--- config.mk ---
export PLATFORM = sky130hd
export DESIGN_NAME = pscs_cell
export DESIGN_NICKNAME = d
export VERILOG_FILES = /design/src/design/pscs_pkg.sv /design/src/design/pscs_cell.sv
export SDC_FILE = /design/constraint.sdc
export NUM_CORES = 1
export LEC_CHECK = 0
export BUFFER_PORTS_ARGS = -buffer_cell sky130_fd_sc_hd__buf_4
export CAP_MARGIN = 30
export CORE_AREA = 5 5 104 106
export DETAILED_ROUTE_END_ITERATION = 12
export DIE_AREA = 0 0 109 111
export MAX_ROUTING_LAYER = met4
export PLACE_DENSITY = 0.79
export RECOVER_POWER = 25
export SLEW_MARGIN = 5
export SYNTH_ARGS = -nofsm -noshare
export SYNTH_HDL_FRONTEND = slang
export SYNTH_SLANG_ARGS = --single-unit
export TNS_END_PERCENT = 30
--- constraint.sdc ---
create_clock -name clk -period 2.7 [get_ports clk]
set_input_delay 0.135 -clock clk [delete_from_list [all_inputs] [get_ports clk]]
set_output_delay 0.135 -clock clk [all_outputs]
set_load 0.01 [all_outputs]
--- src/design/pscs_pkg.sv ---
`timescale 1ns / 1ps

package pscs_pkg;

    localparam int DATA_W          = 32;
    localparam int OUT_IDX_W       = 16;
    localparam int TABLE_DEPTH_DEF = 256;
    localparam int INDEX_BITS_DEF  = 16;

    // apb register map, one 32-bit register per word
    localparam int CFG_ADDR_W = 3;
    localparam int REG_IDX_W  = CFG_ADDR_W - 2;
    localparam logic [REG_IDX_W-1:0] REG_TARGET_SUM = 1'b0;

    // result flags in m_tuser, lowest bit first
    localparam int USER_FOUND = 0;
    localparam int USER_FULL  = 1;
    localparam int USER_AFTER = 2;
    localparam int USER_W     = 3;

    // control part of the search token that walks down the cell row
    typedef struct packed {
        logic act;  // token carries a live search
        logic hit;  // complement seen in an earlier cell
        logic dup;  // value itself already stored
    } pscs_tok_t;

endpackage

--- src/design/pscs_cell.sv ---
`timescale 1ns / 1ps

module pscs_cell #(
    parameter int INDEX_BITS = 16
) (
    input  logic                        clk,
    input  logic                        rst_n,
    input  logic                        clear,
    input  logic                        wr_en,
    input  logic [pscs_pkg::DATA_W-1:0] wr_value,
    input  logic [INDEX_BITS-1:0]       wr_pos,
    input  pscs_pkg::pscs_tok_t         in_tok,
    input  logic [pscs_pkg::DATA_W-1:0] in_key,
    input  logic [pscs_pkg::DATA_W-1:0] in_val,
    input  logic [INDEX_BITS-1:0]       in_pos,
    output pscs_pkg::pscs_tok_t         out_tok,
    output logic [pscs_pkg::DATA_W-1:0] out_key,
    output logic [pscs_pkg::DATA_W-1:0] out_val,
    output logic [INDEX_BITS-1:0]       out_pos
);
    import pscs_pkg::*;

    logic                  valid_reg;
    logic [DATA_W-1:0]     value_reg;
    logic [INDEX_BITS-1:0] pos_reg;

    pscs_tok_t             tok_reg;
    pscs_tok_t             tok_next;
    logic [DATA_W-1:0]     key_reg;
    logic [DATA_W-1:0]     val_reg;
    logic [INDEX_BITS-1:0] tpos_reg;
    logic [INDEX_BITS-1:0] tpos_next;

    logic match_key;
    logic match_val;

    assign match_key = valid_reg && (value_reg == in_key);
    assign match_val = valid_reg && (value_reg == in_val);

    always_comb
    begin
        tok_next.act = in_tok.act;
        tok_next.hit = in_tok.hit | match_key;
        tok_next.dup = in_tok.dup | match_val;
        // stored values are unique, the first hit is the only one
        tpos_next    = (match_key && !in_tok.hit) ? pos_reg : in_pos;
    end

    always_ff @(posedge clk or negedge rst_n)
    begin
        if (!rst_n)
        begin
            valid_reg <= 1'b0;
        end
        else if (clear)
        begin
            valid_reg <= 1'b0;
        end
        else if (wr_en)
        begin
            valid_reg <= 1'b1;
        end
    end

    always_ff @(posedge clk)
    begin
        if (wr_en)
        begin
            value_reg <= wr_value;
            pos_reg   <= wr_pos;
        end
    end

    always_ff @(posedge clk or negedge rst_n)
    begin
        if (!rst_n)
        begin
            tok_reg <= '0;
        end
        else
        begin
            tok_reg <= tok_next;
        end
    end

    always_ff @(posedge clk)
    begin
        key_reg  <= in_key;
        val_reg  <= in_val;
        tpos_reg <= tpos_next;
    end

    assign out_tok = tok_reg;
    assign out_key = key_reg;
    assign out_val = val_reg;
    assign out_pos = tpos_reg;

endmodule

==> impl_metrics.env, run 1 <==
export IMPL_tool_error="[ERROR RSZ-0060] Max buffer count reached."
export IMPL_synth_area_per_cell_um2=16.5
export IMPL_synth_fp_nets=388
export IMPL_gp_congestion=0.795
export IMPL_clk_path_buf_depth=2
export IMPL_dp_hpwl_um=9150
export IMPL_post_cts_buffers=0
export IMPL_postCtsHoldBufs=128
export IMPL_initial_utilization_pct=43.1
export IMPL_cts_sinks=132
export IMPL_yosysUniqueCellTypes=28
export IMPL_postSynthCellCount=253
export IMPL_ys_seq_area_share_pct=75.2
export IMPL_ios=218
export IMPL_cts_max_level=4
export IMPL_clock_root_buffer="clkbuf_8"
export IMPL_syn_area_um2=4180
export IMPL_lastStage="clock tree synthesis (4_1_cts)"
export IMPL_cts_repair_resize_count=0
export IMPL_port_buffers=217
export IMPL_die_h_um=111
export IMPL_die_w_um=109
export IMPL_cts_buffers=17
export IMPL_rows=36
export IMPL_outcome="aborted with a tool error"
export IMPL_ys_ff_latch=132
export IMPL_yosysWarningCount=0
kinds of logic after synthesis:
group / count (synthesis) / synth area share (%)
buffers and inverters: 7 / 0.809
muxes: 16 / 5.21
xor gates and xnor gates: 54 / 11.3
and+or+nand+nor: 35 / 5.48
DFF: 132 / 75.2
AOI/OAI and AO/OA: 9 / 1.95
cell usage after synthesis:
cell	instances	area share (%)
nand2b_1	3	0.45
dfrtp_1	4	2.4
nor4_1	8	1.2
o221ai_1	2	0.42
nand4_1	3	0.45
or2b_1	2	0.36
o2111ai_1	2	0.42
or2b_2	2	0.42
a21oi_1	1	0.12
dfxtp_1	80	38
a221o_1	1	0.24
edfxtp_1	48	35
inv_1	6	0.54
xor2_1	39	8.2
mux2_2	6	1.6
mux2_4	10	3.6
nor2b_1	3	0.45
and4_1	1	0.21
a2111o_1	1	0.27
buf_6	1	0.27
xnor2_1	15	3.1
nand3_1	2	0.24
nand4_2	1	0.30
nor4_2	2	0.60
nor3_1	3	0.36
a41o_1	2	0.48
nor2_1	4	0.36
nand2_1	1	0.090
per-stage QoR:
| step | utilization (%) | std cells | hold WS (ps) | setup WS [ps] | cell area [µm²] |
|---|---|---|---|---|---|
| floorplan | - | 253 | -161 | 747 | 4180 |
| global placement | 61.6 | 603 | -62.3 | 634 | 5970 |
| detailed placement | 61.6 | 603 | -59.3 | 549 | 5970 |
==> inputs of run 2 (changes only) <==
CORE_AREA = 5 5 125 127   (was 5 5 104 106)
DIE_AREA = 0 0 130 132   (was 0 0 109 111)
MAX_ROUTING_LAYER = unset   (was met4)
PLACE_DENSITY = unset   (was 0.79)
PLACE_DENSITY_LB_ADDON = 0.15   (was unset)
==> run 2 against run 1 <==
The run now ends clean. Area after synthesis did not move. Synthesized cell count did not move.
==> impl_metrics.env, run 2 <==
export IMPL_clkLatencyLatePin_ps=410
export IMPL_synth_flop_cell="dfxtp_1"
export IMPL_worst_slew_pin_slew_ps=691
export IMPL_ys_async_sr_fraction_pct=3.03
export IMPL_grtUsageTotal_pct=15.4
export IMPL_p_int_w=0.00387
export IMPL_slew_violations=0
export IMPL_wl_um=12700
export IMPL_power_frac_seq_pct=45.4
export IMPL_cp_slowest_stage_delay_ps=420
export IMPL_tritoncts="yes"
export IMPL_timing_hold_ws_ps=131
export IMPL_yosys_top_cells_count="80 x dfxtp_1, 48 x edfxtp_1, 39 x xor2_1"
export IMPL_yosysWarningCount=0
export IMPL_power_per_cell_area_nw_per_um2=645
export IMPL_final_antenna_net_count=0
export IMPL_synth_area_per_cell_um2=16.5
export IMPL_die_h_um=132
export IMPL_wl_per_cell_um=15.5
export IMPL_cts_buffers=17
export IMPL_fin_nets=757
export IMPL_clkPwrFrac_pct=42.6
export IMPL_grt_ovfl_total=0
export IMPL_arrival_ps=2320
export IMPL_worstPathCellList="xor2_1 > a221o_1 > nor4_2 > nand4_2 > buf_4 > mux2_4"
export IMPL_net_switching_power_w=0.00109
export IMPL_grt_max_degree=50
export IMPL_dp_hpwl_um=9230
export IMPL_drive_above_1_share_pct=33.1
export IMPL_path_max_fanout=16
export IMPL_cp_num_cells=6
export IMPL_reg2reg_to="out_pos[9]$_DFF_P_"
export IMPL_drt_iter0_drc=67
export IMPL_fp_coreArea_um2=14300
export IMPL_synth_edff_count=48
export IMPL_clock_skew_ps=5.75
export IMPL_viasPerCell=4.02
export IMPL_hold_viol=0
export IMPL_cpLargestDelayFamily="flip-flops"
export IMPL_swShare_pct=22.0
export IMPL_fin_crit_ps=2020
export IMPL_met3WireLength_um=782
export IMPL_reg2reg_depth=6
export IMPL_yosysUniqueCellTypes=28
export IMPL_multi_input_area_um2=1000
export IMPL_relSlewSlack_pct=53.9
export IMPL_max_vdd_ir_drop_v=0.000369
export IMPL_syn_area_um2=4180
export IMPL_dpl_cell_count=654
export IMPL_crit_path_top_delay_cell="edfxtp_1"
export IMPL_ys_ff_latch=132
export IMPL_grt_pass1_wl_um=19700
export IMPL_gp_congestion=0.678
export IMPL_rows=44
export IMPL_path_buf_inv=1
export IMPL_synthToLayoutAreaGrowth_pct=84.3
export IMPL_max_freq_mhz=495
export IMPL_cts_max_level=4
export IMPL_dieArea_um2=17200
export IMPL_synth_top_area_cell="dfxtp_1"
export IMPL_clk_path_buf_depth=2
export IMPL_ys_seq_area_share_pct=75.2
export IMPL_outcome="finished clean"
export IMPL_crit_type="flip-flop to flip-flop"
export IMPL_vias=3300
export IMPL_dr_pass1_iters=4
export IMPL_synth_fp_nets=388
export IMPL_finalSetupTns_ps=0
export IMPL_grt_pass1_vias=3819
export IMPL_clock_root_buffer="clkbuf_16"
export IMPL_ios=218
export IMPL_drc=0
export IMPL_seq_area_um2=3140
export IMPL_period_share_pct=74.8
export IMPL_required_ps=3000
export IMPL_netlist_area_leader_share_pct=38.3
export IMPL_synth_most_common_cell="dfxtp_1"
export IMPL_min_path_type="primary input to async pin"
export IMPL_n_fill_cell=1285
export IMPL_met1_length_um=4650
export IMPL_layout_commonest_cell="buf_4"
export IMPL_yosys_top_cells_area="dfxtp_1 38%, edfxtp_1 35%, xor2_1 8.2%, mux2_4 3.6%, xnor2_1 3.1%"
export IMPL_postLayoutCoreUtil_pct=53.8
export IMPL_setup_viol=0
export IMPL_maxUsedRoutingLayer="met4"
export IMPL_final_cell_mix="155 x buf_4, 133 x dlygate4sd3_1, 80 x dfxtp_1"
export IMPL_power_leakage_nw=3.29
export IMPL_r2r_slack_ps=680
export IMPL_crit_start="value_reg[2]$_DFFE_PP_"
export IMPL_port_buffers=217
export IMPL_p_total_w=0.00496
export IMPL_p_comb_share_pct=12.0
export IMPL_startpoint_type="flip-flop"
export IMPL_postSynthCellCount=253
export IMPL_rsz0062_at_grt="false"
export IMPL_critPathCaptureType="flip-flop"
export IMPL_clk_pin_slew_worst_paths_ps=60
export IMPL_r2r_start="value_reg[2]$_DFFE_PP_"
export IMPL_final_cells=820
export IMPL_wl_met2_um=7000
export IMPL_worstSetupEndpoint="out_pos[9]$_DFF_P_"
export IMPL_cts_sinks=132
export IMPL_die_w_um=130
export IMPL_initial_utilization_pct=29.2
export IMPL_antenna_found_initial=1
export IMPL_cap_viol_max_count=0
## run 2: cell counts after synthesis
Identical to the previous run, type by type.
## run 2: how the worst min path moves through the flow
stage	to	slack (ps)
5_1_grt	out_tok[2]$_DFF_PN0_	140
4_1_cts	out_tok[2]$_DFF_PN0_	40
3_5_place_dp	out_tok[2]$_DFF_PN0_	-60
3_3_place_gp	out_tok[2]$_DFF_PN0_	-60
6_report	out_tok[0]$_DFF_PN0_	130
2_1_floorplan	out_tok[0]$_DFF_PN0_	-160
## run 2: layer usage
layer  GRT usage [%]  vias up
li1                -     1635
met1            16.3     1536
met2            27.8      109
met3            4.74       20
met4            6.52        0
met5               0        -
## run 2: kinds of logic after synthesis
| group | Yosys count | share of synthesized area [%] |
|---|---|---|
| compound gates | 9 | 1.95 |
| xor+xnor | 54 | 11.3 |
| mux | 16 | 5.21 |
| simple gates | 35 | 5.48 |
| buf+inv | 7 | 0.809 |
| flops | 132 | 75.2 |
## run 2: cell type report
class | count | area share, %
Clock buffer | 22 | 6.03
Sequential cell | 132 | 40.8
Antenna cell | 1 | 0.0325
Inverter | 6 | 0.292
Timing Repair Buffer | 351 | 35.8
Tap cell | 184 | 2.99
Multi-Input combinational cell | 114 | 13.0
Clock inverter | 10 | 1.07
## run 2: power by group through the flow
| stage | registers, W | logic (W) | clock network, W |
|---|---|---|---|
| 2_1_floorplan | 0.00232 | 0.000116 | 0 |
| 3_3_place_gp | 0.00229 | 0.000477 | 0 |
| 3_5_place_dp | 0.00230 | 0.000480 | 0 |
| 4_1_cts | 0.00225 | 0.000641 | 0.00218 |
| 5_1_grt | 0.00227 | 0.000643 | 0.00227 |
| 6_report | 0.00225 | 0.000594 | 0.00211 |
## run 2: worst register-to-register path: stages (launching register included)
cell and delay (ps):
edfxtp_1 420, xor2_1 190, a221o_1 310, nor4_2 280, nand4_2 130, buf_4 250, mux2_4 330
## run 2: what timing repair did
item / CTS / global route
hold buffers: 133 / 0
setup buffers: 0 / 0
endpoints found under the setup margin: 0 / 0
resized for setup: 0 / 0
hold endpoints to repair: 136 / 0
## run 2: metrics by stage
| step | area [µm²] | setup WS, ps |
|---|---|---|
| finish | 7700 | 681 |
| floorplan | 4180 | 747 |
| global placement | 6030 | 679 |
| detailed placement | 6030 | 636 |
| CTS | 7910 | 636 |
| global route | 7700 | 581 |
(Power assumes the default switching activity.)
==> inputs of run 3 (changes only) <==
clock period = 1.8 ns   (was 2.7 ns; I/O delays follow)
==> run 3 against run 2 <==
The flow now finishes with violations (max-capacitance violations, max-slew violations, negative setup slack). Global-route usage rose by 0.23 points. Die area did not move. Power increased by 52%. Largest cell class unchanged.
==> impl_metrics.env, run 3 (synthesis results as in run 2) <==
export IMPL_antenna_found_initial=0
export IMPL_clk_pin_slew_worst_paths_ps=50
export IMPL_finalSetupTns_ps=-1840
export IMPL_dp_hpwl_um=9590
export IMPL_clock_skew_ps=7.40
export IMPL_required_ps=2090
export IMPL_max_freq_mhz=516
export IMPL_path_max_fanout=16
export IMPL_cts_sinks=132
export IMPL_dpl_cell_count=681
export IMPL_final_cells=846
export IMPL_power_leakage_nw=3.52
export IMPL_port_buffers=217
export IMPL_final_cell_mix="203 x buf_4, 134 x dlygate4sd3_1, 80 x dfxtp_1"
export IMPL_fin_nets=785
export IMPL_timing_hold_ws_ps=353
export IMPL_drc=0
export IMPL_grt_max_degree=26
export IMPL_viasPerCell=4.02
export IMPL_grt_ovfl_total=0
export IMPL_period_share_pct=108
export IMPL_die_w_um=130
export IMPL_clock_root_buffer="clkbuf_16"
export IMPL_slew_violations=26
export IMPL_seq_area_um2=3140
export IMPL_cap_viol_max_count=1
export IMPL_wl_um=13000
export IMPL_cts_max_level=4
export IMPL_p_total_w=0.00756
export IMPL_setup_ws_ps=-137
export IMPL_clk_path_buf_depth=2
export IMPL_startpoint_type="flip-flop"
export IMPL_fin_crit_ps=1940
export IMPL_drive_above_1_share_pct=39.0
export IMPL_dr_pass1_iters=4
export IMPL_gp_congestion=0.712
export IMPL_relSlewSlack_pct=-4.89
export IMPL_multi_input_area_um2=1030
export IMPL_wl_per_cell_um=15.3
export IMPL_grt_pass1_wl_um=20000
export IMPL_clkLatencyLatePin_ps=410
export IMPL_hold_viol=0
export IMPL_pre_cts_ws_ps=-168
export IMPL_die_h_um=132
export IMPL_violations="max-capacitance violations, max-slew violations, negative setup slack"
export IMPL_dieArea_um2=17200
export IMPL_worst_slew_pin_slew_ps=1570
export IMPL_critPathCaptureType="flip-flop"
export IMPL_power_per_cell_area_nw_per_um2=941
export IMPL_outcome="complete, but fails checks"
export IMPL_layout_commonest_cell="buf_4"
export IMPL_ios=218
export IMPL_cts_buffers=17
export IMPL_final_antenna_net_count=0
export IMPL_fp_coreArea_um2=14300
export IMPL_drt_iter0_drc=93
export IMPL_max_vdd_ir_drop_v=0.000600
export IMPL_arrival_ps=2230
export IMPL_synthToLayoutAreaGrowth_pct=92.5
export IMPL_vias=3402
export IMPL_rsz0062_at_grt="true"
export IMPL_grtUsageTotal_pct=15.6
export IMPL_tritoncts="yes"
export IMPL_setup_viol=16
export IMPL_crit_type="flip-flop to flip-flop"
export IMPL_rows=44
export IMPL_n_fill_cell=1236
export IMPL_initial_utilization_pct=29.2
export IMPL_diodes=0
export IMPL_grt_pass1_vias=3850
export IMPL_min_path_type="primary input to flip-flop"
[run 3: worst paths after layout]
kind / start / endpoint / slack (ps) / depth (start not counted)
worst min register to register: pos_reg[14]$_DFFE_PP_ / out_pos[14]$_DFF_P_ / 470 / 1
worst max-delay path: value_reg[2]$_DFFE_PP_ / out_pos[5]$_DFF_P_ / -140 / 6
min in group asynchronous: rst_n / out_tok[2]$_DFF_PN0_ / 590 / 3
worst min-delay path: in_key[31] / out_key[31]$_DFF_P_ / 350 / 2
worst max register to register: value_reg[2]$_DFFE_PP_ / out_pos[5]$_DFF_P_ / -140 / 6
max in group asynchronous: rst_n / valid_reg$_DFFE_PN0P_ / 1030 / 3
[run 3: where the power goes]
| group | leakage (nW) | switching, W | total [W] | internal (W) |
|---|---|---|---|---|
| sequential | 1.19 | 0.0000752 | 0.00337 | 0.00330 |
| combinational | 2.06 | 0.000367 | 0.000992 | 0.000625 |
| clock | 0.274 | 0.00117 | 0.00320 | 0.00203 |
| total | 3.52 | 0.00161 | 0.00756 | 0.00595 |
[run 3: what timing repair did]
item | CTS | global route
hold buffers | 134 | 0
hold endpoints to repair | 136 | 0
setup buffers | 0 | 0
setup endpoints to repair | 17 | 17
resized for setup | 2 | 3
[run 3: routing by layer]
metal  GRT usage [%]  vias to the layer above  part of all wire, %
met5               0                        -                    0
met4            6.35                        0                  1.9
met3            4.38                       17                  6.1
met2            28.4                      115                   55
met1            16.7                     1581                   37
li1                -                     1689                    -
[run 3: cell type report]
cell class	count	share of cell area, %
tap	184	2.86
inverter	6	0.280
clock buffer	28	6.72
sequential	132	39.1
clock inverter	3	0.187
timing repair buffer	379	38.0
multi-input combinational	114	12.8
[run 3: through the flow]
step / cell area, µm² / util, %
4_1_cts: 8160 / 57.0
3_5_place_dp: 6250 / 43.7
3_3_place_gp: 6250 / 43.7
5_1_grt: 8040 / 56.2
6_report: 8040 / 56.2
2_1_floorplan: 4180 / -
[run 3: worst max-delay path, cell delays in order (launching register included)]
cell      delay, ps
edfxtp_1        390
xor2_1          160
a221o_1         300
nor4_2          290
nand4_2         170
buf_12          200
mux2_4          300
==> inputs of run 4 (changes only) <==
ABC_AREA = 1   (was unset)
CORE_AREA = 5 5 128 130   (was 5 5 125 127)
DIE_AREA = 0 0 133 135   (was 0 0 130 132)
==> run 4 against run 3 <==
The run now ends clean. Highest routed layer unchanged. Power grew 2.7%. Sequential share of layout area shrank 0.14 points. Largest cell class unchanged. Register-to-register slack gained 300 ps. Largest power group is now clock. Routed wire length grew 11%. Flip-flop and latch count is the same. Critical path depth grew 5.
==> impl_metrics.env, run 4 <==
export IMPL_final_cells=974
export IMPL_wl_per_cell_um=14.8
export IMPL_crit_path_top_delay_cell="edfxtp_1"
export IMPL_worst_slew_pin_slew_ps=696
export IMPL_period_share_pct=90.8
export IMPL_relSlewSlack_pct=53.6
export IMPL_final_cell_mix="155 x buf_4, 133 x dlygate4sd3_1, 110 x nand2_1"
export IMPL_rows=45
export IMPL_n_fill_cell=1332
export IMPL_clk_pin_slew_worst_paths_ps=60
export IMPL_antenna_found_initial=1
export IMPL_fin_nets=907
export IMPL_grt_pass1_vias=4383
export IMPL_outcome="finished clean"
export IMPL_stdcell_area_um2=8070
export IMPL_gp_congestion=0.755
export IMPL_power_leakage_nw=3.65
export IMPL_netlist_area_leader_share_pct=36.0
export IMPL_top_usage_layer="met2"
export IMPL_fp_coreArea_um2=15000
export IMPL_vias=4013
export IMPL_layout_commonest_cell="buf_4"
export IMPL_max_freq_mhz=612
export IMPL_ys_seq_area_share_pct=70.7
export IMPL_cpMostUsedCell="nand2_1"
export IMPL_yosys_top_cells_area="dfxtp_1 36%, edfxtp_1 32%, nand2_1 9.4%, inv_1 3.2%, xnor2_1 3.2%"
export IMPL_grt_max_degree=50
export IMPL_grt_ovfl_total=0
export IMPL_rsz0062_at_grt="false"
export IMPL_clkLatencyLatePin_ps=420
export IMPL_grt_pass1_wl_um=22400
export IMPL_clock_skew_ps=9.88
export IMPL_final_antenna_net_count=0
export IMPL_yosysWarningCount=0
export IMPL_synth_edff_count=48
export IMPL_cts_sinks=132
export IMPL_clk_path_buf_depth=2
export IMPL_dr_pass1_iters=4
export IMPL_drive_above_1_share_pct=28.0
export IMPL_synth_top_area_cell="dfxtp_1"
export IMPL_viasPerCell=4.12
export IMPL_finalSetupTns_ps=0
export IMPL_port_buffers=217
export IMPL_ys_ff_latch=132
export IMPL_die_w_um=133
export IMPL_die_h_um=135
export IMPL_setup_viol=0
export IMPL_multi_input_area_um2=1140
export IMPL_seq_area_um2=3140
export IMPL_initial_utilization_pct=29.6
export IMPL_cts_max_level=4
export IMPL_grtUsageTotal_pct=16.3
export IMPL_post_dp_cell_area_um2=6320
export IMPL_power_per_cell_area_nw_per_um2=963
export IMPL_slew_violations=0
export IMPL_yosysUniqueCellTypes=28
export IMPL_postLayoutCoreUtil_pct=53.7
export IMPL_synth_area_per_cell_um2=11.1
export IMPL_drt_iter0_drc=122
export IMPL_startpoint_type="flip-flop"
export IMPL_met3_usage_pct=5.29
export IMPL_grt_use_met2_pct=29.8
export IMPL_postSynthCellCount=401
export IMPL_path_max_fanout=8
export IMPL_fin_crit_ps=1630
export IMPL_setup_ws_ps=166
export IMPL_clock_root_buffer="clkbuf_16"
export IMPL_syn_area_um2=4450
export IMPL_cts_buffers=17
export IMPL_tritoncts="yes"
export IMPL_cp_slowest_stage_delay_ps=390
export IMPL_max_vdd_ir_drop_v=0.000573
export IMPL_cap_viol_max_count=0
export IMPL_ios=218
export IMPL_min_path_type="primary input to flip-flop"
export IMPL_crit_type="flip-flop to flip-flop"
export IMPL_worstPathCellList="inv_1 > nand2_1 > nand2_1 > nor2_1 > nand2_1 > nor2_1 > nand2_2 > nor2_8 > nand3_4 > nand2_1 > nand2_1"
export IMPL_yosys_top_cells_count="111 x nand2_1, 80 x dfxtp_1, 48 x edfxtp_1"
export IMPL_dp_hpwl_um=10500
export IMPL_wl_um=14400
export IMPL_ys_async_sr_fraction_pct=3.03
export IMPL_met1_usage_pct=18.0
export IMPL_arrival_ps=1930
export IMPL_critPathCaptureType="flip-flop"
export IMPL_synth_fp_nets=536
export IMPL_drc=0
export IMPL_hold_viol=0
export IMPL_synth_most_common_cell="nand2_1"
export IMPL_required_ps=2100
export IMPL_pre_cts_ws_ps=110
export IMPL_dpl_cell_count=807
export IMPL_synthToLayoutAreaGrowth_pct=81.4
export IMPL_synth_flop_cell="dfxtp_1"
export IMPL_dieArea_um2=18000
## run 4: changes by cell type in the layout (fill, tap and decap cells not counted), sizes merged, moves of 4 or more
cell,before,now
xor2,39,8
or2,0,12
buf,204,156
nand4,4,22
clkbuf,69,84
nor4,10,0
mux2,16,0
or2b,4,0
clkinv,3,9
o21ai,0,10
nand3,2,6
inv,6,44
nor2,4,25
nand2,1,112
## run 4: layout make-up
| cell class | count | area share (%) |
|---|---|---|
| Sequential cell | 132 | 39.0 |
| Timing Repair Buffer | 355 | 34.5 |
| Multi-Input combinational cell | 222 | 14.2 |
| Clock buffer | 18 | 5.32 |
| Tap cell | 188 | 2.92 |
| Inverter | 44 | 2.05 |
| Clock inverter | 14 | 2.00 |
| Antenna cell | 1 | 0.0310 |
## run 4: final timing paths
kind,startpoint,endpoint,slack (ps),cells past startpoint
max in group asynchronous,rst_n,out_tok[1]$_DFF_PN0_,1020,3
min in group asynchronous,rst_n,valid_reg$_DFFE_PN0P_,610,3
min,wr_en,pos_reg[15]$_DFFE_PP_,250,1
max reg2reg,value_reg[26]$_DFFE_PP_,out_pos[2]$_DFF_P_,170,11
max,value_reg[26]$_DFFE_PP_,out_pos[2]$_DFF_P_,170,11
min reg2reg,pos_reg[15]$_DFFE_PP_,out_pos[15]$_DFF_P_,490,2
## run 4: metal layers
| metal | up-vias | wire, µm |
|---|---|---|
| li1 | 2045 | - |
| met1 | 1820 | 5630 |
| met2 | 127 | 7690 |
| met3 | 21 | 882 |
| met4 | 0 | 212 |
| met5 | - | 0 |
## run 4: kinds of logic after synthesis
logic type / Yosys count / synth area share (%)
and+or+nand+nor: 181 / 18.4
DFF: 132 / 70.7
buffers and inverters: 48 / 4.33
xor gates and xnor gates: 24 / 4.73
AOI/OAI and AO/OA: 16 / 1.88
## run 4: metrics by stage
stage | hold slack [ps] | power (W)
6_report | 252 | 0.00777
3_5_place_dp | -105 | 0.00421
2_1_floorplan | -206 | 0.00369
4_1_cts | 229 | 0.00792
3_3_place_gp | -108 | 0.00419
5_1_grt | 278 | 0.00810
## run 4: worst max-delay path, delay by kind of cell (launching register included)
kind          cells  cell delay [ps]
flops             1              390
simple gates     10             1060
buf+inv           1               60
## run 4: repair_timing
item / 4_1_cts / 5_1_grt
resized for setup: 0 / 5
hold buffers: 133 / 0
endpoints found under the setup margin: 0 / 13
setup buffers: 0 / 0
hold endpoints to repair: 135 / 0
## run 4: where the power goes
part	leakage, nW	total [W]	switching (W)	internal (W)
clock	0.287	0.00345	0.00128	0.00217
sequential	1.19	0.00337	0.0000767	0.00330
combinational	2.18	0.000947	0.000396	0.000552
total	3.65	0.00777	0.00176	0.00601
