File: src/design/pscs_pkg.sv
`timescale 1ns / 1ps

package pscs_pkg;

    localparam int DATA_W          = 32;
    localparam int OUT_IDX_W       = 16;
    localparam int TABLE_DEPTH_DEF = 256;
    localparam int INDEX_BITS_DEF  = 16;

    // apb register map, one 32-bit register per word
    localparam int CFG_ADDR_W = 3;
    localparam int REG_IDX_W  = CFG_ADDR_W - 2;
    localparam logic [REG_IDX_W-1:0] REG_TARGET_SUM = 1'b0;

    // result flags in m_tuser, lowest bit first
    localparam int USER_FOUND = 0;
    localparam int USER_FULL  = 1;
    localparam int USER_AFTER = 2;
    localparam int USER_W     = 3;

    // control part of the search token that walks down the cell row
    typedef struct packed {
        logic act;  // token carries a live search
        logic hit;  // complement seen in an earlier cell
        logic dup;  // value itself already stored
    } pscs_tok_t;

endpackage

File: src/design/pscs_ctrl.sv
`timescale 1ns / 1ps

module pscs_ctrl #(
    parameter int TABLE_DEPTH = 256,
    parameter int INDEX_BITS  = 16,
    parameter int IDX_W       = $clog2(TABLE_DEPTH)
) (
    input  logic                           clk,
    input  logic                           rst_n,
    input  logic [pscs_pkg::DATA_W-1:0]    target_sum,
    input  logic                           s_tvalid,
    output logic                           s_tready,
    input  logic [pscs_pkg::DATA_W-1:0]    in_value,
    input  logic                           in_start,
    output logic                           m_tvalid,
    input  logic                           m_tready,
    output logic [2*pscs_pkg::OUT_IDX_W-1:0] m_tdata,  // partner_index, own_index
    output logic [pscs_pkg::USER_W-1:0]    m_tuser,   // found, table_full, after_match
    output logic                           clear,
    output pscs_pkg::pscs_tok_t            head_tok,
    output logic [pscs_pkg::DATA_W-1:0]    head_key,
    output logic [pscs_pkg::DATA_W-1:0]    head_val,
    input  pscs_pkg::pscs_tok_t            tail_tok,
    input  logic [INDEX_BITS-1:0]          tail_pos,
    output logic                           wr_en,
    output logic [IDX_W-1:0]               wr_idx,
    output logic [INDEX_BITS-1:0]          wr_pos
);
    import pscs_pkg::*;

    localparam int FILL_W = $clog2(TABLE_DEPTH + 1);
    localparam logic [INDEX_BITS-1:0] POS_MAX = {INDEX_BITS{1'b1}};
    localparam logic [FILL_W-1:0] FILL_MAX = FILL_W'(TABLE_DEPTH);

    typedef enum logic [1:0] {ST_IDLE, ST_SEARCH, ST_EMIT} state_t;

    state_t                 state_reg, state_next;
    logic [INDEX_BITS-1:0]  pos_reg, pos_next;
    logic [FILL_W-1:0]      fill_reg, fill_next;
    logic                   pair_reg, pair_next;
    pscs_tok_t              head_tok_reg, head_tok_next;
    logic [DATA_W-1:0]      head_key_reg, head_key_next;
    logic [DATA_W-1:0]      head_val_reg, head_val_next;
    logic [OUT_IDX_W-1:0]   res_partner_reg, res_partner_next;
    logic [OUT_IDX_W-1:0]   res_own_reg, res_own_next;
    logic [USER_W-1:0]      res_flags_reg, res_flags_next;
    logic                   m_valid_reg, m_valid_next;
    logic [2*OUT_IDX_W-1:0] m_data_reg, m_data_next;
    logic [USER_W-1:0]      m_user_reg, m_user_next;

    logic accept;
    logic store_ok;

    assign s_tready = (state_reg == ST_IDLE);
    assign accept   = s_tvalid && s_tready;
    assign clear    = accept && in_start;

    // miss, not yet stored, position still free, room in the row
    assign store_ok = !tail_tok.hit && !tail_tok.dup && (pos_reg != POS_MAX)
                      && (fill_reg < FILL_MAX);
    assign wr_en  = (state_reg == ST_SEARCH) && tail_tok.act && store_ok;
    assign wr_idx = fill_reg[IDX_W-1:0];
    assign wr_pos = pos_reg;

    always_comb
    begin
        state_next       = state_reg;
        pos_next         = pos_reg;
        fill_next        = fill_reg;
        pair_next        = pair_reg;
        head_tok_next    = '0;
        head_key_next    = head_key_reg;
        head_val_next    = head_val_reg;
        res_partner_next = res_partner_reg;
        res_own_next     = res_own_reg;
        res_flags_next   = res_flags_reg;
        m_valid_next     = m_valid_reg && !m_tready;
        m_data_next      = m_data_reg;
        m_user_next      = m_user_reg;

        unique case (state_reg)
            ST_IDLE:
            begin
                if (accept)
                begin
                    if (in_start)
                    begin
                        pos_next  = '0;
                        fill_next = '0;
                        pair_next = 1'b0;
                    end
                    if (pair_reg && !in_start)
                    begin
                        res_partner_next       = '0;
                        res_own_next           = OUT_IDX_W'(pos_reg);
                        res_flags_next         = '0;
                        res_flags_next[USER_AFTER] = 1'b1;
                        state_next             = ST_EMIT;
                    end
                    else
                    begin
                        head_tok_next.act = 1'b1;
                        head_key_next     = target_sum - in_value;
                        head_val_next     = in_value;
                        state_next        = ST_SEARCH;
                    end
                end
            end
            ST_SEARCH:
            begin
                if (tail_tok.act)
                begin
                    res_partner_next = '0;
                    res_own_next     = OUT_IDX_W'(pos_reg);
                    res_flags_next   = '0;
                    if (tail_tok.hit)
                    begin
                        res_flags_next[USER_FOUND] = 1'b1;
                        res_partner_next           = OUT_IDX_W'(tail_pos);
                        pair_next                  = 1'b1;
                    end
                    else if (pos_reg == POS_MAX)
                    begin
                        res_flags_next[USER_FULL] = 1'b1;
                    end
                    else
                    begin
                        if (!tail_tok.dup)
                        begin
                            if (fill_reg < FILL_MAX)
                            begin
                                fill_next = fill_reg + 1'b1;
                            end
                            else
                            begin
                                res_flags_next[USER_FULL] = 1'b1;
                            end
                        end
                        pos_next = pos_reg + 1'b1;
                    end
                    state_next = ST_EMIT;
                end
            end
            ST_EMIT:
            begin
                if (!m_valid_reg || m_tready)
                begin
                    m_valid_next = 1'b1;
                    m_data_next  = {res_own_reg, res_partner_reg};
                    m_user_next  = res_flags_reg;
                    state_next   = ST_IDLE;
                end
            end
            default:
            begin
                state_next = ST_IDLE;
            end
        endcase
    end

    always_ff @(posedge clk or negedge rst_n)
    begin
        if (!rst_n)
        begin
            state_reg       <= ST_IDLE;
            pos_reg         <= '0;
            fill_reg        <= '0;
            pair_reg        <= 1'b0;
            head_tok_reg    <= '0;
            head_key_reg    <= '0;
            head_val_reg    <= '0;
            res_partner_reg <= '0;
            res_own_reg     <= '0;
            res_flags_reg   <= '0;
            m_valid_reg     <= 1'b0;
            m_data_reg      <= '0;
            m_user_reg      <= '0;
        end
        else
        begin
            state_reg       <= state_next;
            pos_reg         <= pos_next;
            fill_reg        <= fill_next;
            pair_reg        <= pair_next;
            head_tok_reg    <= head_tok_next;
            head_key_reg    <= head_key_next;
            head_val_reg    <= head_val_next;
            res_partner_reg <= res_partner_next;
            res_own_reg     <= res_own_next;
            res_flags_reg   <= res_flags_next;
            m_valid_reg     <= m_valid_next;
            m_data_reg      <= m_data_next;
            m_user_reg      <= m_user_next;
        end
    end

    assign head_tok = head_tok_reg;
    assign head_key = head_key_reg;
    assign head_val = head_val_reg;
    assign m_tvalid = m_valid_reg;
    assign m_tdata  = m_data_reg;
    assign m_tuser  = m_user_reg;

    a_tail_in_search: assert property (@(posedge clk) disable iff (!rst_n)
        tail_tok.act |-> state_reg == ST_SEARCH)
        else $error("search token left the row outside a search");

    a_start_clears_pair: assert property (@(posedge clk) disable iff (!rst_n)
        (accept && in_start) |=> !pair_reg)
        else $error("pair flag survived a sequence start");

    a_fill_bound: assert property (@(posedge clk) disable iff (!rst_n)
        fill_reg <= FILL_MAX)
        else $error("fill count beyond table depth");

    a_found_excl_after: assert property (@(posedge clk) disable iff (!rst_n)
        m_valid_reg |-> !(m_user_reg[USER_FOUND] && m_user_reg[USER_AFTER]))
        else $error("found and after_match set together");

endmodule

File: config.mk
export PLATFORM = sky130hd
export DESIGN_NAME = pscs_ctrl
export DESIGN_NICKNAME = d
export VERILOG_FILES = /design/src/design/pscs_pkg.sv /design/src/design/pscs_ctrl.sv
export SDC_FILE = /design/constraint.sdc
export NUM_CORES = 1
export LEC_CHECK = 0
export BUFFER_PORTS_ARGS = -buffer_cell sky130_fd_sc_hd__buf_2
export CORE_MARGIN = 4
export CORE_UTILIZATION = 48
export DETAILED_ROUTE_END_ITERATION = 8
export HOLD_SLACK_MARGIN = 0.05
export PLACE_DENSITY = 0.85
export SLEW_MARGIN = 20
export SYNTH_ARGS = -nofsm -noshare
export SYNTH_HDL_FRONTEND = slang
export SYNTH_SLANG_ARGS = --single-unit
File: constraint.sdc
create_clock -name clk -period 2 [get_ports clk]
set_clock_uncertainty 0.2 [all_clocks]
set_input_delay 0.3 -clock clk [delete_from_list [all_inputs] [get_ports clk]]
set_output_delay 0.3 -clock clk [all_outputs]
set_load 0.02 [all_outputs]
======== Word-level counts from Yosys, hierarchy flattened ========
Index checks and enable logic that the tools add are counted.
word-level totals
  register bits ........................... 164
  bits of input ports ..................... 88
  logic and storage cells ................. 103
operators by class
  $add $sub $neg .......................... 3
  order comparisons ....................... 1
  equal/unequal tests ..................... 14
  muxes and demuxes ....................... 47
  bitwise operators ....................... 1
  reductions and logical operators ........ 24
operator list
  kind                     count
  $mux W16                 12
  $pmux W16 S2             3
  $mux W9                  7
  $sub A32 B32 Y32         1
  $pmux W9 S2              1
  $add A16 B1 Y16 const B  1
  $eq A16 B16 Y1 const B   1
  $ne A16 B16 Y1 const B   1
  $mux W1                  14
  $ne A2 B2 Y1 const B     6
  $add A9 B1 Y9 const B    1
  $logic_and A1 B1 Y1      9
  $lt A9 B9 Y1 const B     1
  $mux W3                  3
  $mux W2                  4
  $ne A2 B1 Y1 const B     4
  $reduce_and A8 Y1        1
  $pmux W2 S3              1
  $pmux W3 S2              1
  $reduce_and A3 Y1        2
  $reduce_and A6 Y1        1
  $logic_not A1 Y1         5
  $reduce_and A5 Y1        1
  $reduce_and A4 Y1        1
  other kinds (8)          8

======== Logic depth before layout (Yosys ltp) ========
Gate-level depths: netlist (run 1).
  word-level depth ........................ 7
  gate-level depth with buffers ........... 10

======== Least setup slack after synthesis (run 1) ========
No wires, ideal clock.
  path type ............................... input -> register
  start point ............................. in target_sum[0] in the netlist's numbering
  end point ............................... reg head_key_reg[24] (netlist: head_key[24])
  library setup time ...................... 0.069 ns
  data arrival time ....................... 2.322 ns
  setup slack ............................. -0.591 ns
  stages on the path ...................... 10
  cell sequence ........................... inv_1 > ha_1 > fa_1 > and2b_2 > o211ai_1 > a211o_2 > a21o_1 > a21o_1 > a211o_1 > nand3_1
between the ends
  cells in the longest elaborated chain, start to end .. 1
ends and longest elaborated chain
  what                    RTL line          RTL
  start: declaration      pscs_ctrl.sv:10   input logic [pscs_pkg::DATA_W-1:0] target_sum,
  $sub A32 B32 Y32        pscs_ctrl.sv:103  head_key_next = target_sum - in_value;
  end signal: assignment  pscs_ctrl.sv:186  head_key_reg <= head_key_next;
  end: declaration        pscs_ctrl.sv:42   logic [DATA_W-1:0] head_key_reg, head_key_next;
Every way passes these cells.
A chain may end at the register's enable or synchronous reset.

======== Final worst setup path (run 1) ========
Ends and elaborated chain as after synthesis.

==> results of run 1 <==
final timing paths:
path	start	to	depth (start not counted)
worst max-delay path	target_sum[0]	head_key[24]	11
worst min-delay path	in_value[20]	head_val[20]	4
worst max register to register	state_reg[0]	wr_pos[7]	9
worst min register to register	head_val[24]	head_val[24]	2
max in group asynchronous	rst_n	m_tuser[0]	3
min in group asynchronous	rst_n	m_tdata[22]	2
critical path: stages:
cell and delay [ns]:
buf_8 0.09, inv_8 0.03, ha_4 0.15, fa_2 0.35, and2b_2 0.24, o211ai_1 0.21, a211o_2 0.39, a21o_1 0.21
a21o_1 0.21, a211o_1 0.27, nand3_1 0.08
what timing repair did:
action | 4_1_cts | 5_1_grt
hold buffers | 53 | 0
setup buffers | 27 | 13
endpoints found under the hold margin | 216 | 0
gates cloned | 7 | 0
endpoints found under the setup margin | 33 | 129
pin swaps | 45 | 48
gates resized for setup | 138 | 72
logic make-up after synthesis:
kind of cell	count (synthesis)	share of synthesized area, %
and+or+nand+nor	230	12.7
DFF	164	48.4
muxes	52	6.90
AOI/OAI and AO/OA	232	18.3
buffers and inverters	97	5.10
other	1	0.0442
xor gates and xnor gates	33	3.41
adders and majority gates	34	5.10
routing by layer:
layer | wire length (um) | global-route usage, %
met3 | 2230 | 5.43
met5 | 0 | 0
met4 | 1190 | 12.8
met2 | 15100 | 50.3
met1 | 10600 | 32.5
power by group:
| group | total (mW) | switching (mW) | internal [mW] |
|---|---|---|---|
| combinational | 6.85 | 3.89 | 2.96 |
| clock | 3.25 | 1.57 | 1.67 |
| sequential | 5.07 | 0.686 | 4.39 |
| total | 15.2 | 6.15 | 9.02 |
final cells by class:
class | count | area share [%]
multi-input cells | 583 | 35.3
flip-flops and latches | 164 | 31.1
repair buffers | 450 | 25.3
clock buffers | 17 | 3.22
well taps | 225 | 2.13
inverters | 48 | 1.80
clock inverters | 15 | 1.16
cells in the final DEF, fill, tap and decap left out, types with 5 or more instances in the layout:
cell             n
dfrtp_2         10
and4_4           5
clkbuf_16       17
buf_2          206
ha_1            19
dlygate4sd3_1   53
o21ai_0         32
mux2_2          51
buf_16           7
o211ai_1         7
ha_4            13
buf_12           7
nand4_1         18
and3_1           5
buf_4          148
xnor2_1         16
a21oi_1         31
xor2_1           9
nor2_1          29
inv_6            6
nand2b_1         8
o21ai_1         37
nor3_1           7
a22o_1          18
buf_6           26
nand2_1         92
inv_8            6
o21ai_2         15
inv_1           38
o31ai_1          5
a21oi_2         13
nand3_1         13
o21bai_1         5
nor2_4           7
dfrtp_1        154
nand2_2         11
a21o_1          16
o21a_1           9
per-stage QoR:
step                std cells  area (um2)  total power [mW]
global route             1502       13200              15.9
CTS                      1495       12900              14.9
global placement         1377       11000              10.4
detailed placement       1377       11000              10.6
finish                   1502       13200              15.2
floorplan                 844        8790              8.34
==> flow_results.org, run 1 <==
** Route
- For this run, design rule violations remaining after detail routing come to 0.
- Overall routed net length :: 29.1 mm
- The detail route stage leaves a number of antenna-violating nets equal to 0.
- Detailed routing inserted a total of 8489 vias.
- The detailed router finished its first iteration with 692 violations.
- Final routed wire length divided by cell count :: 19.4 um
- Length of the first detailed-routing pass in iterations :: 5
- Average vias per placed instance :: 5.65

** Clock network
- In this run the clock root is driven by a clkbuf_16.
- Number of CTS-inserted buffers :: 17
- TritonCTS clock tree :: built
- Number of H-tree levels :: 4
- CTS sink cnt :: 164
- The clock passes through at most 2 buffers.
- Insertion delay to the later sink of the worst-skew pair :: 0.42 ns
- Post-CTS clock slew at the launch and capture registers of the worst setup and hold paths :: 0.08 ns

** Floorplan
- Die W :: 141 um
- 218 I/O pins were placed.
- Core area :: 0.0173 mm2
- The floorplan has 48 rows.
- The initial utilization of the core area, before any placement, comes to 49.0%.
- Die Y-Extent :: 141 um
- The die covers 0.0199 mm2.

** Synth
- The mapped netlist covers 0.00848 mm2.
- In the post-synthesis netlist, the biggest area contributors are dfrtp_1 48%, mux2_2 6.9%, ha_1 4.9%.
- Biggest area consumer among synthesized cells :: dfrtp_1
- Count of yosys warnings during synthesis :: 0
- Synthesis handed over a netlist of 843 instances.
- Library cell with the highest instance count after synthesis :: dfrtp_1
- Synth cell count leaders :: 164 x dfrtp_1, 104 x nand2_1, 80 x o21ai_0
- FFs w/ async S/R, synth :: 100%
- The share of synthesized area in the top cell type comes to 48.4%.
- After synthesis the netlist holds a flip-flop and latch count of 164.
- Among all flip-flop cells after synthesis, the most frequent one is dfrtp_1.
- Fraction of the yosys area taken by sequential cells :: 48.4%
- The synthesized design contains 0 enable-type register cells.
- A synthesized cell averages 10.1 um2.
- The synthesized netlist contains 65 unique library cells.

** STA
- Across all hold checks on the routed design, the worst slack comes to 0.0470 ns.
- Setup repair after global routing missed its margin :: yes
- Highest clock frequency the design can meet :: 423 MHz
- Adding up every negative setup slack in the final design gives -6.79 ns.
- Period Utilization, post-route :: 118%
- The total count of hold-check failures in the final report came to 0.
- Pins Over Slew Limit :: 0
- After layout, the minimum clock period comes to 2.36 ns.
- Setup Viol. Count Final :: 41
- Crit path setup slack, layout :: -0.364 ns

** Place
- The congestion estimate from routability-driven global placement came to 0.942.
- Timing analysis after detailed placement gives a worst setup slack of -0.848 ns.
- HPWL after DPL :: 17.9 mm
- # port buffers :: 215

** Critical path
- WP data arrival :: 2.52 ns
- Class of the most critical setup path :: primary input to flop
- Critical Path Fanout Max :: 3
- The worst setup path is launched from a primary input.
- STA classifies the critical path endpoint as a flop.
- STA puts the critical path data required time at 2.16 ns.
- Internal reg-to-reg setup slack :: -0.27 ns

** Cells and area
- The layout has 1018 filler cells.
- Of the cells placed in the final design, the portion with a size suffix greater than 1 is 49.2%.
- Area of combinational cells with multiple inputs :: 0.00466 mm2
- Relative to the synthesized area, the layout overhead comes to 55.9%.
- After the last flow step, the layout net total stands at 1386.
- Measured on the finished design, the core utilization comes to 76.4%.
- In the final layout, flip-flops and latches occupy 0.00412 mm2.
- The number of antenna diodes in the final layout is 0.

** Global route
- Entering global routing, the biggest net connects 55 pins.
- Global routing finished with a remaining overflow of 0.
- Global routing used 28.1% of the available tracks across all layers.
- Initial antenna violation count :: 0
- Global-route wire length before repair :: 44.6 mm
- Number of global-route vias before repair :: 8767

** Flow run
- Number of max-capacitance violations reported :: 0

** Power
- Worst IR Drop VDD :: 0.000889 V
- Power density relative to cell area :: 1150 mW/mm2
- In this run the static leakage power is 6.59 nW.

** Run status
- Outcome :: complete, but fails checks
- Failing checks :: setup timing

** Min path
- Min-delay worst type :: primary input to flop
Note: power is estimated with default switching activity, not from simulation.
==> run 2: changes to the inputs <==
CORE_UTILIZATION = 40   (was 48)
PLACE_DENSITY = 0.72   (was 0.85)
clock period = 2.6 ns   (was 2 ns; I/O delays follow)
==> run 2 against run 1 <==
  * Via count down 13%
  * Sequential share of layout area rose by 5.2 points
  * The run now ends clean
  * Largest power group unchanged
  * Non-clock buffer count shrank 129
  * Combinational power decreased by 42%
  * Register-to-register slack improved by 0.52 ns
  * Final cell count down 5.1%
==> flow_results.org, run 2 (same netlist as run 1, synthesis figures left out) <==
** Run status
- The run finished with clean final reports.

** Clock network
- The tree is rooted in a clkbuf_16.
- CTS sink cnt :: 164 (unchanged)
- The clock insertion delay at the later pin of the skew report is 0.43 ns (about the same).
- The depth of the CTS H-tree was 4 (unchanged).
- TritonCTS built the clock tree.
- Post-CTS clock slew at the launch and capture registers of the worst setup and hold paths :: 0.07 ns (about the same)
- The clock tree buffer depth was 2 (unchanged).
- Number of CTS-inserted buffers :: 17 (unchanged)

** Route
- Overall routed net length :: 23.6 mm (-19%)
- Length of the first detailed-routing pass in iterations :: 5 (unchanged)
- The via-per-instance ratio was 5.18 (-8.4%).
- The via count of the routed design came to 7380 (-13%).
- The count of nets left with antenna violations after detail routing came to 0 (unchanged).
- Final routed wire length divided by cell count :: 16.6 um (-15%)
- The DRC marker count from the first detailed-route iteration is 409 (-41%).
- The DRC violation count after routing is 0 (unchanged).

** Critical path
- Launching instance or port of the critical path :: in_value[22]
- Reg-to-reg endpoint :: wr_pos[14]
- The startpoint identified for the worst register-to-register timing path is state_reg[0].
- The critical path buffer and inverter count was 4 (+2).
- CP Cell Sequence :: dlygate4sd3_1 -> buf_2 -> inv_1 -> ha_1 -> a21o_1 -> o41ai_2 -> buf_4 -> o2bb2ai_1 -> or3_1 -> nand4_1
- Data required time at the worst endpoint :: 2.76 ns (+0.60 ns)
- The maximum fanout count along the critical path came to 6 (+3).
- Worst path depth :: 10 (-1)
- WP data arrival :: 2.66 ns (+0.14 ns)
- STA classifies the critical path endpoint as a flop.
- The maximum cell stage delay along the critical path came to 0.53 ns (+0.14 ns).
- Class of the most critical setup path :: primary input to flop
- Depth of the most critical reg-to-reg path :: 6 (-3)
- Slowest CP cell :: dlygate4sd3_1
- The slack of the worst reg-to-reg path came to 0.25 ns (+0.52 ns).
- In this run the worst setup path terminates at head_key[31].
- Delay-heaviest family, CP :: buffers and inverters
- STA classifies the critical path startpoint as a primary input.

** Cells and area
- Highest-count cells in the layout ignoring fill and taps :: 213 x buf_2, 163 x dfrtp_1, 104 x nand2_1
- From synthesis to final layout, the design area changed by 33.2%.
- The total non-filler cell area in the finished layout was 0.0113 mm2 (-15%).
- The fraction of layout instances using a drive strength above 1 was 35.3% (-14 points).
- The number of non-filler instances in the completed layout is 1425 (-5.1%).
- Count of nets after finishing :: 1257 (-9.3%)
- Most frequent standard cell in the layout excluding fill and tap cells :: buf_2
- The core utilization of the finished layout is 53.9% (-23 points).

** Floorplan
- Number of placement rows :: 53 (+10%)
- Core area :: 0.0210 mm2 (+21%)
- The horizontal die dimension was 154 um (+9.0%).
- Number of top-level design ports :: 218 (unchanged)
- The overall die height is 154 um (+9.0%).
- Area of the die :: 0.0236 mm2 (+19%)
- Initial Util :: 40.5% (-8.6 points)

** STA
- After layout, the minimum clock period comes to 2.50 ns.
- For this run, the top clock speed supported by timing is 400 MHz.
- Period Utilization, post-route :: 96.2%
- The max-slew violation total from the final report came to 0 (unchanged).
- The total negative slack was 0 ns (+6.79 ns).
- The worst hold-check slack was 0.0660 ns (+0.0190 ns).
- Setup Viol. Count Final :: 0 (-100%)
- Slew @ Worst Pin :: 0.894 ns
- Remaining max-slew budget at the tightest pin :: 40.4%
- The total count of hold-check failures in the final report was 0 (unchanged).
- The final worst slack came to 0.0998 ns (+0.464 ns).

** Place
- Placed Cells :: 1340 (-2.7%)
- The half-perimeter wire length after detailed placement was 17.1 mm (-4.5%).
- Cell area after placement :: 0.0101 mm2 (-8.0%)
- Pre-CTS WS :: -0.277 ns (+0.571 ns)
- The port buffer count is 215 (unchanged).
- Last weighted congestion value of the routability-driven placer :: 0.891 (-5.4%)

** Global route
- Global-route wire length before repair :: 38.1 mm (-15%)
- The number of global-route vias before repair is 7507 (-14%).
- The pin count of the biggest net entering global routing is 111 (+100%).
- The overall fraction of global-route tracks in use is 19.7% (-8.3 points).
- The number of antenna violations at the first check in global routing is 3 (+3).
- The total grt overflow came to 0 (unchanged).

** Min path
- Min-delay worst type :: primary input to flop

** Power
- The maximum vdd drop came to 0.000573 V (-36%).
- Tot Pwr :: 10.3 mW (-32%)
- The leakage dissipation came to 5.76 nW (-13%).
- The cell area power density is 915 mW/mm2 (-20%).

** Flow run
- The total of max-cap violations is 0 (unchanged).
-- run 2: cell types whose count changed in the layout (fill, tap and decap cells not counted), sizes merged --
cell	before	now
buf	397	277
inv	57	55
diode	0	2
dlygate4sd3	53	44
clkinv	5	7
-- run 2: how the worst min path moves through the flow --
stage	slack, ns	cells after the start	to	start
after floorplan	-0.11	0	fill_reg[0]	rst_n
after global placement	0.13	1	res_own_reg[10]	rst_n
after detailed placement	0.14	1	m_tdata[25]	rst_n
after CTS	0.05	3	head_val[5]	in_value[5]
after global routing	0.06	3	head_val[3]	in_value[3]
final	0.07	3	head_val[5]	in_value[5]
-- run 2: worst min-delay path, delay by kind of cell --
family          cells  cell delay, ns
compound gates      1            0.08
buf+inv             2            0.17
-- run 2: cell type report --
class                   instances  area (um2)
diodes                          2        5.00
fillers                      1893        9660
flip-flops and latches        164        4110
repair buffers                321        2030
clock inverters                15         164
well taps                     275         344
clock buffers                  17         425
inverters                      48         180
multi-input cells             583        4040
-- run 2: timing repair --
| item | 4_1_cts | 5_1_grt |
|---|---|---|
| cloned | 0 | 0 |
| buffers inserted | 7 | 0 |
| hold buffers | 44 | 0 |
| pin swaps | 1 | 5 |
| gates resized for setup | 10 | 19 |
| hold endpoints to repair | 82 | 0 |
| setup endpoints to repair | 1 | 9 |
-- run 2: metal layers --
| metal | vias up | GRT usage, % | wire (um) |
|---|---|---|---|
| met2 | 263 | 33.6 | 11600 |
| met3 | 33 | 5.66 | 1730 |
| met5 | - | 0 | 27 |
| met4 | 4 | 5.68 | 433 |
| li1 | 3560 | - | - |
| met1 | 3520 | 24.6 | 9770 |
-- run 2: report_power, final --
group          internal, mW  total (mW)  switching [mW]
combinational          1.51        3.99            2.47
clock                  1.29        2.51            1.22
sequential             3.37        3.83           0.464
total                  6.18        10.3            4.16
==> run 3: changes to the inputs <==
HOLD_SLACK_MARGIN = 0.08   (was 0.05)
clock period = 2.7 ns   (was 2.6 ns; I/O delays follow)
==> run 3 against run 2 <==
  * First-iteration DRC count is 11% lower
  * Final cell count down 0.63%
  * Hold slack better by 0.030 ns
  * Count of clock-buffer cells in the layout unchanged
  * Highest routed layer is now met4
  * Die area is the same
  * Critical path depth shrank 5
==> flow_results.org, run 3 (same netlist as run 1, synthesis figures left out) <==
** Run status
- The run finished with clean final reports.

** STA
- Final hold slack :: 0.0959 ns (+0.0299 ns)
- Minimum period implied by the final worst setup slack :: 2.63 ns
- Slew @ Worst Pin :: 0.909 ns (+0.0142 ns)
- The total negative slack is 0 ns (unchanged).
- Setup repair after global routing could not meet its margin everywhere.
- Final hold vios :: 0 (unchanged)
- Based on the critical path, the design can be clocked at up to 380 MHz.
- The headroom to the max-slew limit came to 39.4% (-0.95 points).
- The max-slew violation total from the final report is 0 (unchanged).
- The final worst slack was 0.0677 ns (-0.0322 ns).
- The total of endpoints with negative setup slack in the final report was 0 (unchanged).
- Period Utilization, post-route :: 97.5%

** Global route
- Maximum number of pins on one net before global-route repair :: 127 (+14%)
- The overall fraction of global-route tracks in use came to 19.2% (-0.51 points).
- Initial antenna violation count :: 0 (-3)
- The global-route wire length before repair was 37.6 mm (-1.2%).
- Layer carrying the most global-route usage :: met2
- Remaining Overflow, GRT :: 0 (unchanged)
- The met3 track utilization from global routing came to 4.31% (-1.4 points).
- The number of global-route vias before repair was 7438 (-0.92%).
- The met2 routing resource usage after global routing is 32.0% (-1.5 points).
- GR met1 Demand/Resource :: 25.4% (+0.80 points)

** Clock network
- Clock tree root driver cell :: clkbuf_16
- Insertion delay to the later sink of the worst-skew pair :: 0.41 ns (-0.02 ns)
- The clock-pin slew of the registers on the worst-case setup and hold paths is 0.06 ns (about the same).
- The number of buffers added by the clock tree synthesis step came to 17 (unchanged).
- TritonCTS clock tree :: built
- CTS Buffer Depth :: 2 (unchanged)
- The depth of the CTS H-tree was 4 (unchanged).
- CTS sink cnt :: 164 (unchanged)

** Floorplan
- Number of placement rows :: 53 (unchanged)
- The horizontal die dimension is 154 um (unchanged).
- The area of the core was 0.0210 mm2 (unchanged).
- The full die area was 0.0236 mm2 (unchanged).
- The effective utilization at floorplan was 40.5% (unchanged).
- The total I/O pin count came to 218 (unchanged).
- The overall die height is 154 um (unchanged).

** Cells and area
- The register cell area after layout is 0.00411 mm2 (+0.12%).
- Count of nets after finishing :: 1251 (-0.48%)
- Leaving out fill and tap cells, the most frequent cell in the layout is buf_2.
- The fraction of layout instances using a drive strength above 1 was 35.5% (+0.25 points).
- The total non-filler cell area in the finished layout was 0.0113 mm2 (+0.24%).
- The library cells used most frequently in the layout, excluding fill and tap cells, are 213 x buf_2, 159 x dfrtp_1, 104 x nand2_1.
- The total area of multi-input combinational cells came to 0.00409 mm2 (+1.3%).
- The area growth from synthesis to layout is 33.5%.
- The number of filler cells placed in the layout is 1856 (-2.0%).

** Min path
- Worst-case hold path end point :: head_val[26]
- The startpoint identified for the worst hold timing path is in_value[26].
- Min-delay worst type :: primary input to flop
- The cell count of the worst hold path came to 3 (unchanged).

** Critical path
- Worst Setup End Kind :: primary output
- The startpoint identified for the worst register-to-register timing path is state_reg[0].
- Slowest CP cell :: dfrtp_1
- The slack of the worst reg-to-reg path was 0.38 ns (+0.13 ns).
- The critical path is of the flop to primary output type.
- Depth of the most critical reg-to-reg path :: 6 (unchanged)
- The maximum fanout count along the critical path is 5 (-1).
- CP Cell Sequence :: and4_4 -> and4_1 -> and3_4 -> nor4_4 -> buf_4
- Reg-to-reg endpoint :: wr_pos[14]
- The worst setup path is launched from a flop.
- WP data arrival :: 2.03 ns (-0.63 ns)
- Slowest Stage Delay on Critical Path :: 0.43 ns (-0.10 ns)
- The required time of the worst setup path came to 2.10 ns (-0.66 ns).

** Route
- Drc violations :: 0 (unchanged)
- The count of nets left with antenna violations after detail routing came to 0 (unchanged).
- Total vias in the final route :: 7259 (-1.6%)
- The post-detailed-route wirelength per cell came to 16.3 um (-1.6%).
- The via-per-instance ratio came to 5.13 (-1.0%).
- The first-pass iteration count of the detailed router is 4 (-1).
- The DRC marker count from the first detailed-route iteration was 362 (-11%).
- Overall routed net length :: 23.1 mm (-2.2%)

** Power
- Cell-internal power :: 6.16 mW (-0.23%)
- The portion of total power attributed to the clock network came to 25.1% (+0.8 points).
- The leakage dissipation was 5.72 nW (-0.72%).
- The share of total power in sequential cells is 36.8% (-0.3 points).
- Tot Pwr :: 10.0 mW (-2.8%)
- Proportion of power drawn by combinational gates :: 38.1% (-0.5 points)
- Power density relative to cell area :: 887 mW/mm2 (-3.1%)
- The maximum vdd drop is 0.000467 V (-19%).
- Switching power share of the total :: 38.6% (-1.6 points)
- Net switching power :: 3.88 mW (-6.7%)

** Place
- Last weighted congestion value of the routability-driven placer :: 0.908 (+1.8%)
- The port buffer count was 215 (unchanged).
- The worst-case setup slack after placement was -0.354 ns (-0.0772 ns).
- The total placed instance area came to 0.00998 mm2 (-1.4%).
- HPWL after DPL :: 16.8 mm (-1.5%)

** Flow run
- The total of max-cap violations was 0 (unchanged).
==> run 3: cell count changes in the layout (fill, tap and decap cells not counted), sizes merged <==
cell,change
buf,-8
inv,-5
bufinv,+3
clkinv,-3
clkinvlp,+3
dlygate4sd3,+2
diode,-1
==> run 3: routing by layer <==
| layer | routed length (um) | up-vias |
|---|---|---|
| met5 | 0 | - |
| met4 | 406 | 0 |
| met3 | 1510 | 27 |
| met2 | 11000 | 221 |
| met1 | 10100 | 3462 |
| li1 | - | 3549 |
==> run 3: critical path: cells and delay by family, from the launching register on <==
| kind | cells | cell delay (ns) |
|---|---|---|
| and+or+nand+nor | 4 | 0.99 |
| buffers and inverters | 1 | 0.20 |
| DFF | 1 | 0.43 |
==> run 3: per-stage QoR <==
stage | utilization [%] | std cells
6_report | 54.0 | 1416
2_1_floorplan | - | 844
3_3_place_gp | 47.6 | 1323
3_5_place_dp | 47.6 | 1323
5_1_grt | 54.0 | 1415
4_1_cts | 52.7 | 1399
==> run 3: repair_timing <==
action | CTS | global route
hold buffers | 46 | 0
endpoints found under the setup margin | 0 | 13
hold endpoints to repair | 80 | 0
resized for setup | 0 | 43
buffers inserted | 0 | 16
==> run 3: power by group through the flow <==
stage | Clock, mW | Sequential, mW | Combinational, mW
2_1_floorplan | 0 | 4.43 | 1.67
4_1_cts | 2.57 | 3.70 | 3.80
5_1_grt | 2.69 | 3.80 | 4.19
3_3_place_gp | 0 | 3.71 | 3.67
3_5_place_dp | 0 | 3.73 | 3.75
6_report | 2.52 | 3.70 | 3.83
==> run 3: worst max-delay path by stage <==
stage	from	endpoint	cells past startpoint
2_1_floorplan	target_sum[0]	head_key[24]	10
3_3_place_gp	target_sum[0]	head_key[26]	11
3_5_place_dp	target_sum[0]	head_key[26]	11
4_1_cts	wr_pos[7]	wr_en	5
5_1_grt	in_value[23]	head_key[30]	11
6_report	wr_pos[4]	wr_en	5
==> run 3: area by class of cell <==
class | count | share of cell area [%]
well taps | 275 | 3.04
multi-input cells | 583 | 36.2
clock buffers | 17 | 3.76
inverters | 48 | 1.59
clock inverters | 13 | 1.57
repair buffers | 315 | 17.6
diodes | 1 | 0.0221
flip-flops and latches | 164 | 36.3
